**src/hdl/ccdc_pkg.sv**
```systemverilog
`timescale 1ns / 1ps
// ----------------------------------------------------------------------------
// ccdc_pkg
// Shared widths, register indexes and controller/datapath interface types
// for the column chain deletion counter.
// ----------------------------------------------------------------------------
package ccdc_pkg;

    localparam int SYMW    = 8;  // grid character width
    localparam int DIMW    = 8;  // row and column count registers
    localparam int LENW    = 8;  // chain length values
    localparam int DELW    = 7;  // result width
    localparam int CFG_AW  = 2;  // configuration index width

    localparam logic [CFG_AW-1:0] REG_NUM_ROWS = 2'd0;
    localparam logic [CFG_AW-1:0] REG_NUM_COLS = 2'd1;

    // Commands from the controller to the datapath.
    typedef struct packed {
        logic grid_we;
        logic dp_start;
        logic col_init;
        logic j_next;
        logic row_start;
        logic row_next;
        logic take;
        logic col_store;
        logic i_next;
        logic emit;
    } ccdc_cmd_t;

    // Status from the datapath to the controller.
    typedef struct packed {
        logic last_symbol;
        logic j_eq_i;
        logic cand_gt;
        logic col_le;
        logic row_last;
        logic col_last;
    } ccdc_status_t;

endpackage

```
**src/hdl/ccdc_ctrl.sv**
```systemverilog
`timescale 1ns / 1ps
// ----------------------------------------------------------------------------
// ccdc_ctrl
// Sequencer for grid loading and the column chain search, plus the result
// valid flag.
// ----------------------------------------------------------------------------
module ccdc_ctrl
    import ccdc_pkg::*;
(
    input  logic         clk,
    input  logic         rst_n,
    input  logic         s_tvalid,
    output logic         s_tready,
    input  logic         m_tready,
    output logic         m_tvalid,
    input  ccdc_status_t status,
    output ccdc_cmd_t    cmd
);

    localparam logic [2:0] S_LOAD   = 3'd0;
    localparam logic [2:0] S_INIT   = 3'd1;
    localparam logic [2:0] S_JREAD  = 3'd2;
    localparam logic [2:0] S_JCHK   = 3'd3;
    localparam logic [2:0] S_RISSUE = 3'd4;
    localparam logic [2:0] S_RCMP   = 3'd5;
    localparam logic [2:0] S_STORE  = 3'd6;
    localparam logic [2:0] S_DONE   = 3'd7;

    logic [2:0] state_reg;
    logic [2:0] state_next;
    logic       out_valid_reg;
    logic       out_valid_next;

    assign s_tready = (state_reg == S_LOAD);
    assign m_tvalid = out_valid_reg;

    always_comb
    begin
        state_next = state_reg;
        cmd        = '0;
        case (state_reg)
            S_LOAD:
            begin
                cmd.grid_we = s_tvalid;
                if (s_tvalid && status.last_symbol)
                begin
                    cmd.dp_start = 1'b1;
                    state_next   = S_INIT;
                end
            end
            S_INIT:
            begin
                cmd.col_init = 1'b1;
                state_next   = S_JREAD;
            end
            S_JREAD:
            begin
                // The chain RAM read of column j lands during S_JCHK.
                state_next = status.j_eq_i ? S_STORE : S_JCHK;
            end
            S_JCHK:
            begin
                if (status.cand_gt)
                begin
                    cmd.row_start = 1'b1;
                    state_next    = S_RISSUE;
                end
                else
                begin
                    cmd.j_next = 1'b1;
                    state_next = S_JREAD;
                end
            end
            S_RISSUE:
            begin
                state_next = S_RCMP;
            end
            S_RCMP:
            begin
                if (!status.col_le)
                begin
                    cmd.j_next = 1'b1;
                    state_next = S_JREAD;
                end
                else if (status.row_last)
                begin
                    cmd.take   = 1'b1;
                    cmd.j_next = 1'b1;
                    state_next = S_JREAD;
                end
                else
                begin
                    cmd.row_next = 1'b1;
                    state_next   = S_RISSUE;
                end
            end
            S_STORE:
            begin
                cmd.col_store = 1'b1;
                if (status.col_last)
                begin
                    state_next = S_DONE;
                end
                else
                begin
                    cmd.i_next = 1'b1;
                    state_next = S_INIT;
                end
            end
            S_DONE:
            begin
                if (!out_valid_reg || m_tready)
                begin
                    cmd.emit   = 1'b1;
                    state_next = S_LOAD;
                end
            end
            default:
            begin
                state_next = S_LOAD;
            end
        endcase
    end

    always_comb
    begin
        if (cmd.emit)
        begin
            out_valid_next = 1'b1;
        end
        else if (out_valid_reg && m_tready)
        begin
            out_valid_next = 1'b0;
        end
        else
        begin
            out_valid_next = out_valid_reg;
        end
    end

    always_ff @(posedge clk or negedge rst_n)
    begin
        if (!rst_n)
        begin
            state_reg     <= S_LOAD;
            out_valid_reg <= 1'b0;
        end
        else
        begin
            state_reg     <= state_next;
            out_valid_reg <= out_valid_next;
        end
    end

endmodule

```
**config.mk**
```make
export PLATFORM = sky130hd
export DESIGN_NAME = ccdc_ctrl
export DESIGN_NICKNAME = d
export VERILOG_FILES = /design/src/hdl/ccdc_pkg.sv /design/src/hdl/ccdc_ctrl.sv
export SDC_FILE = /design/constraint.sdc
export NUM_CORES = 1
export LEC_CHECK = 0
export BUFFER_PORTS_ARGS = -buffer_cell sky130_fd_sc_hd__buf_2
export CAP_MARGIN = 5
export CORE_AREA = 5 5 42 44
export CTS_CLUSTER_DIAMETER = 40
export DETAILED_ROUTE_END_ITERATION = 10
export DIE_AREA = 0 0 47 49
export GPL_TIMING_DRIVEN = 0
export PLACE_DENSITY_LB_ADDON = 0.15
export RECOVER_POWER = 50
export SETUP_SLACK_MARGIN = 0.4
export SYNTH_ARGS = -nofsm -noshare
export SYNTH_HDL_FRONTEND = slang
export SYNTH_SLANG_ARGS = --single-unit
```
**constraint.sdc**
```tcl
create_clock -name clk -period 1.1 [get_ports clk]
set_input_delay 0.11 -clock clk [delete_from_list [all_inputs] [get_ports clk]]
set_output_delay 0.11 -clock clk [all_outputs]
set_load 0.01 [all_outputs]
```
==> impl_metrics.ini, run 1 <==
[run_status]
status = finished with violations
violations = setup timing

[worst_setup_path]
cp-start-kind = flip-flop
crit_arrival_ps = 1490
reg2reg_slack_ps = -280
cp_max_fo = 5
crit_path_max_incr_delay_ps = 360
r2r_start = state_reg[0]
reg2reg_depth = 5
cp_data_required_time_ps = 1210
path_class = reg -> reg
cp-end-kind = flip-flop
crit_chain = buf_6 > buf_4 > buf_6 > a211o_1 > a32o_1
cp_slowest_cell = dfrtp_1
cpMostUsedCell = buf_6
worstReg2RegEnd = state_reg[2]

[route]
firstDrtPassIters = 3
drt_iter0_drc = 3
antenna_left = 0
post-route-drc-count = 0
viasPerCell = 4.87
post_drt_wl_per_cell_um = 12.9
num_vias = 472
wirelength_mm = 1.26

[floorplanning]
die_h_um = 49
dieArea_um2 = 2300
core_um2 = 1400
io-pin-count = 22
die_w_um = 47
rows = 14
initial_utilization_pct = 25.4

[place]
pre_cts_ws_ps = -19.0
dp.cells = 82
port_buffers = 21
hpwl_um = 767
gp_congestion = 0.714

[yosys]
synth_cell_type_count = 24
ys_ff_latch = 4
synth.top_cells.by_area = dfrtp_1, nor2b_1, nor3_1
syn_avg_cell_area_um2 = 7.92
synth_area_leader_cell = dfrtp_1
yosysWarningCount = 0
synthCells = 45
yosysTopAreaCellShare_pct = 28.1
synth_seq_area_share_pct = 28.1
syn-num-nets = 55
synth_area_um2 = 357

[global_routing]
track_usage_pct = 11.7
grt_antenna_before_repair = 0
grt_max_degree = 9
grt_pass1_wl_mm = 2.01
first_global_vias = 473
overflow = 0

[finish]
diodes = 0
largest_reg_flops = 3
drive_gt1_share_pct = 71.6
synthToLayoutAreaGrowth_pct = 121
final.fill_count = 147
fin_nets = 93
seq_area_um2 = 100
layoutNonFillerInstCount = 97
multi_input_area_um2 = 314

[worst_hold_path]
hold_path.class = in -> reg
worstHoldPathCells = 3
hp-start = m_tready
hold_path_end = m_tvalid

[power_and_ir_drop]
pwr-share-seq_pct = 12.0
clkPwrFrac_pct = 8.0
power.leakage_nw = 0.392
switching_power_w = 0.000883
ir_drop_mv = 1.26
combinationalPowerShare_pct = 80.0
powerDensity_nw_per_um2 = 2790
sw_frac_of_total_pct = 40.0
total_power_w = 0.00221
p_int_w = 0.00132

[cts]
clk_latency_ps = 230
clockBufferDepth = 2
clk_pin_slew_ps = 40
cts_tree = yes
cts_num_sinks = 4
cts_htree_levels = 1
cts_buffers = 3
cts-root-buf = clkbuf_4

[job]
maxCapViolCount = 0

[sta]
tightest_slew_ps = 209
fmax_ghz = 0.727
tns_ps = -2450
finalCritPeriodShare_pct = 125
setup_violations = 14
hold_viol_final = 0
rsz0062_at_grt = yes
whs_ps = 222
setup_ws_ps = -276
slew_headroom_pct = 86.1
drv_slew = 0
min_period_ps = 1380
skew_ps = 0.454
==> worst max-delay path: cells and delay by family (launching register included) <==
| kind | cells | cell delay [ps] |
|---|---|---|
| compound gates | 2 | 510 |
| buf+inv | 3 | 380 |
| flops | 1 | 360 |
==> synthesized netlist by cell type <==
cell      number
a211o_1        1
a211oi_1       2
a21boi_0       1
a21oi_1        1
a31oi_1        3
a32o_1         1
and2_1         1
and3_1         2
and4_1         1
buf_2          2
buf_4          2
buf_6          1
dfrtp_1        4
inv_1          2
mux2_4         1
nand2_1        3
nand2b_1       2
nand3_1        2
nor2_1         2
nor2b_1        4
nor3_1         4
nor3b_1        1
o21ai_0        1
o22ai_1        1
==> metal layers <==
metal / routed length [um] / up-vias / global-route usage (%)
met5: 0 / - / 0
met4: 0 / 0 / 5.53
met3: 56 / 0 / 2.58
met2: 632 / 13 / 17.6
met1: 567 / 221 / 15.3
li1: - / 238 / -
==> logic make-up after synthesis <==
| kind of cell | after synthesis | synth area share, % |
|---|---|---|
| AO/OA/AOI/OAI | 11 | 21.4 |
| buffers and inverters | 7 | 12.3 |
| flip-flops | 4 | 28.1 |
| multiplexers | 1 | 4.21 |
| AND/OR/NAND/NOR | 22 | 34.0 |
==> worst max path at each step <==
stage | start | end | slack [ps] | cells after the start
after global routing | state_reg[0] | cmd[8] | -310 | 4
after CTS | state_reg[0] | cmd[8] | -240 | 4
after detailed placement | state_reg[0] | state_reg[2] | -20 | 3
final | state_reg[0] | state_reg[2] | -280 | 5
after global placement | state_reg[0] | state_reg[2] | -20 | 4
after floorplan | state_reg[0] | state_reg[2] | 9 | 3
==> through the flow <==
stage / utilization, % / area (um2)
2_1_floorplan: - / 429
3_3_place_gp: 39.6 / 554
3_5_place_dp: 39.6 / 554
4_1_cts: 50.8 / 712
5_1_grt: 56.3 / 790
6_report: 56.3 / 790
==> final cells by class <==
cell class	instances	area share, %
buffer	5	7.13
clock buffer	3	2.85
inverter	2	1.58
multi-input combinational	34	39.8
sequential	4	12.7
tap	16	2.54
timing repair buffer	33	33.4
==> layout by cell type, fill, tap and decap left out, drive strengths merged, types with 2 or more instances in the layout <==
cell type / synthesis / routed
a211oi: 2 / 2
a31oi: 3 / 3
and3: 2 / 2
buf: 5 / 36
clkbuf: 0 / 4
dfrtp: 4 / 4
inv: 2 / 2
nand2: 3 / 3
nand2b: 2 / 2
nand3: 2 / 2
nor2: 2 / 2
nor2b: 4 / 4
nor3: 4 / 4
==> what timing repair did <==
item / 4_1_cts / 5_1_grt
resized for setup: 17 / 12
hold buffers: 1 / 0
gates cloned: 0 / 0
buffers inserted: 7 / 4
endpoints found under the hold margin: 4 / 0
setup endpoints to repair: 16 / 16
pin swaps: 5 / 2
==> power groups by stage <==
stage / registers (W) / logic, W / clock network (W)
2_1_floorplan: 0.000265 / 0.000797 / 0
3_3_place_gp: 0.000261 / 0.00106 / 0
3_5_place_dp: 0.000263 / 0.00105 / 0
4_1_cts: 0.000262 / 0.00148 / 0.000181
5_1_grt: 0.000271 / 0.00189 / 0.000188
6_report: 0.000265 / 0.00177 / 0.000176
Power figures use the tool's default switching activity.
==> run 2: changes to the inputs <==
--- a/config.mk
+++ b/config.mk
@@ -5,6 +5,7 @@
 export SDC_FILE = /design/constraint.sdc
 export NUM_CORES = 1
 export LEC_CHECK = 0
+export ABC_AREA = 1
 export BUFFER_PORTS_ARGS = -buffer_cell sky130_fd_sc_hd__buf_2
 export CAP_MARGIN = 5
 export CORE_AREA = 5 5 42 44
==> constraint.sdc (replaced) <==
create_clock -name clk -period 1.11 [get_ports clk]
set_input_delay 0.111 -clock clk [delete_from_list [all_inputs] [get_ports clk]]
set_output_delay 0.111 -clock clk [all_outputs]
set_load 0.01 [all_outputs]
==> impl_metrics.ini, run 2 <==
[yosys]
yosysTopAreaCellShare_pct = 30.9
yosysWarningCount = 0
ys.flop_type = dfrtp_1
ys_top_cells_by_count = nor2_1, inv_1, nand3_1
syn-num-nets = 63
yosys.cell_count.top_type = nor2_1
ys_ff_latch = 4
synth_area_um2 = 324
synthCells = 53
async_flop_share_pct = 100
synth.top_cells.by_area = dfrtp_1, nor2_1, nand3_1
synth_seq_area_share_pct = 30.9
synth_cell_type_count = 13
synth_area_leader_cell = dfrtp_1
syn_avg_cell_area_um2 = 6.11
synth_edf_count = 0

[global_routing]
track_usage_pct = 10.4
first_global_vias = 441
grt_busiest_layer = met2
grt_max_degree = 10
grt_pass1_wl_mm = 1.71
met1_usage_pct = 11.9
grt_antenna_before_repair = 0
met2_usage_pct = 14.9
grt.met3_usage_pct = 3.32
overflow = 0

[sta]
setup_violations = 14
skew_ps = 11.8
rsz0062_at_grt = yes
fmax_ghz = 0.776
finalCritPeriodShare_pct = 116
hold_viol_final = 0
setup_ws_ps = -178
min_period_ps = 1290
slew_headroom_pct = 86.9
tightest_slew_ps = 197
whs_ps = 45.8
tns_ps = -1830
drv_slew = 0

[finish]
largest_reg_flops = 3
drive_gt1_share_pct = 58.6
final_cell_mix = buf_2, buf_6, nor2_1, nand2_1, buf_4
diodes = 0
seq_area_um2 = 101
multi_input_area_um2 = 240
layoutNonFillerInstCount = 103
synthToLayoutAreaGrowth_pct = 107
final.fill_count = 150
layout_commonest_cell = buf_2
fin_nets = 98

[route]
viasPerCell = 4.59
drt_iter0_drc = 10
num_vias = 473
antenna_left = 0
wirelength_mm = 1.07
firstDrtPassIters = 4
post_drt_wl_per_cell_um = 10.3
post-route-drc-count = 0

[worst_setup_path]
path_class = reg -> out
crit_arrival_ps = 1180
cp_slowest_cell = dfrtp_2
cp-start-kind = flip-flop
cp_data_required_time_ps = 1000
cp-end-kind = primary output
crit_chain = inv_4 > nand3_2 > o22ai_2 > buf_2
crit_path_max_incr_delay_ps = 470
cp_max_fo = 6
crit_family = flip-flops
crit_buf_inv = 2

[floorplanning]
core_um2 = 1400
io-pin-count = 22
dieArea_um2 = 2300
die_w_um = 47
rows = 14
die_h_um = 49
initial_utilization_pct = 23.1

[cts]
clk_pin_slew_ps = 50
cts_htree_levels = 1
cts_tree = yes
cts-root-buf = clkbuf_4
clockBufferDepth = 2
cts_buffers = 3
clk_latency_ps = 250
cts_num_sinks = 4

[place]
gp_congestion = 0.812
dp.cells = 90
hpwl_um = 713
port_buffers = 21

[worst_hold_path]
hold_path.class = in -> reg

[run_status]
violations = setup timing
status = finished with violations

[job]
maxCapViolCount = 0

[power_and_ir_drop]
powerDensity_nw_per_um2 = 2580
ir_drop_mv = 0.839
power.leakage_nw = 0.363
[run 2: changes by cell type in the layout (fill, tap and decap cells not counted), moves of 3 or more]
cell     delta
inv_2       +3
nor2_1      +7
inv_1       +5
nor2b_4     -3
a31oi_1     -3
nand4_1     +3
nand2_1     +5
buf_6       -7
buf_4       +3
[run 2: final cells by class]
| class | count | area share (%) |
|---|---|---|
| Sequential cell | 4 | 15.1 |
| Inverter | 10 | 7.10 |
| Timing Repair Buffer | 30 | 30.5 |
| Buffer | 3 | 4.49 |
| Clock buffer | 4 | 3.93 |
| Multi-Input combinational cell | 36 | 35.9 |
| Tap cell | 16 | 2.99 |
[run 2: what timing repair did]
item	CTS	global route
pin swaps	7	3
hold endpoints to repair	4	0
setup endpoints to repair	16	16
hold buffers	1	0
cloned	1	0
buffers inserted	4	3
gates resized for setup	11	4
[run 2: path summary, 6_finish.rpt]
path	start	endpoint	slack (ps)	depth (start not counted)
max	state_reg[2]	cmd[6]	-180	4
min	m_tready	m_tvalid	50	2
max reg2reg	state_reg[1]	state_reg[2]	-140	7
min reg2reg	m_tvalid	m_tvalid	540	2
max in group asynchronous	rst_n	state_reg[2]	710	2
min in group asynchronous	rst_n	state_reg[1]	210	2
[run 2: logic make-up (layout without fill, tap and decap cells)]
group | count (synthesis) | in the layout | share of synthesized area [%]
simple gates | 30 | 30 | 40.9
compound gates | 6 | 6 | 10.4
buf+inv | 13 | 47 | 17.8
flops | 4 | 4 | 30.9
[run 2: metrics by stage]
step	cell area [um2]	power [W]	utilization, %	setup slack (ps)
floorplan	392	0.000920	-	192
global placement	517	0.00114	36.9	61.6
detailed placement	517	0.00114	36.9	65.0
CTS	628	0.00161	44.8	-197
global route	669	0.00187	47.8	-234
finish	669	0.00173	47.8	-178
[run 2: per-layer routing]
layer	wire length (um)	vias to the layer above
met2	545	14
met4	25	0
met3	63	2
met5	0	-
li1	-	240
met1	432	217
[run 2: worst reg2reg max path: stages, from the launching register on]
cell     delay, ps
dfrtp_1        400
buf_4          150
buf_6          100
buf_6          110
nand4_1        100
nand2_1         70
nor2_1         110
nand3_1         90
[run 2: report_power, final]
group	leakage [nW]	switching [W]	internal [W]
Combinational	0.299	0.000621	0.000604
Clock	0.0150	0.0000764	0.000136
Sequential	0.0492	0.0000750	0.000217
Total	0.363	0.000772	0.000956
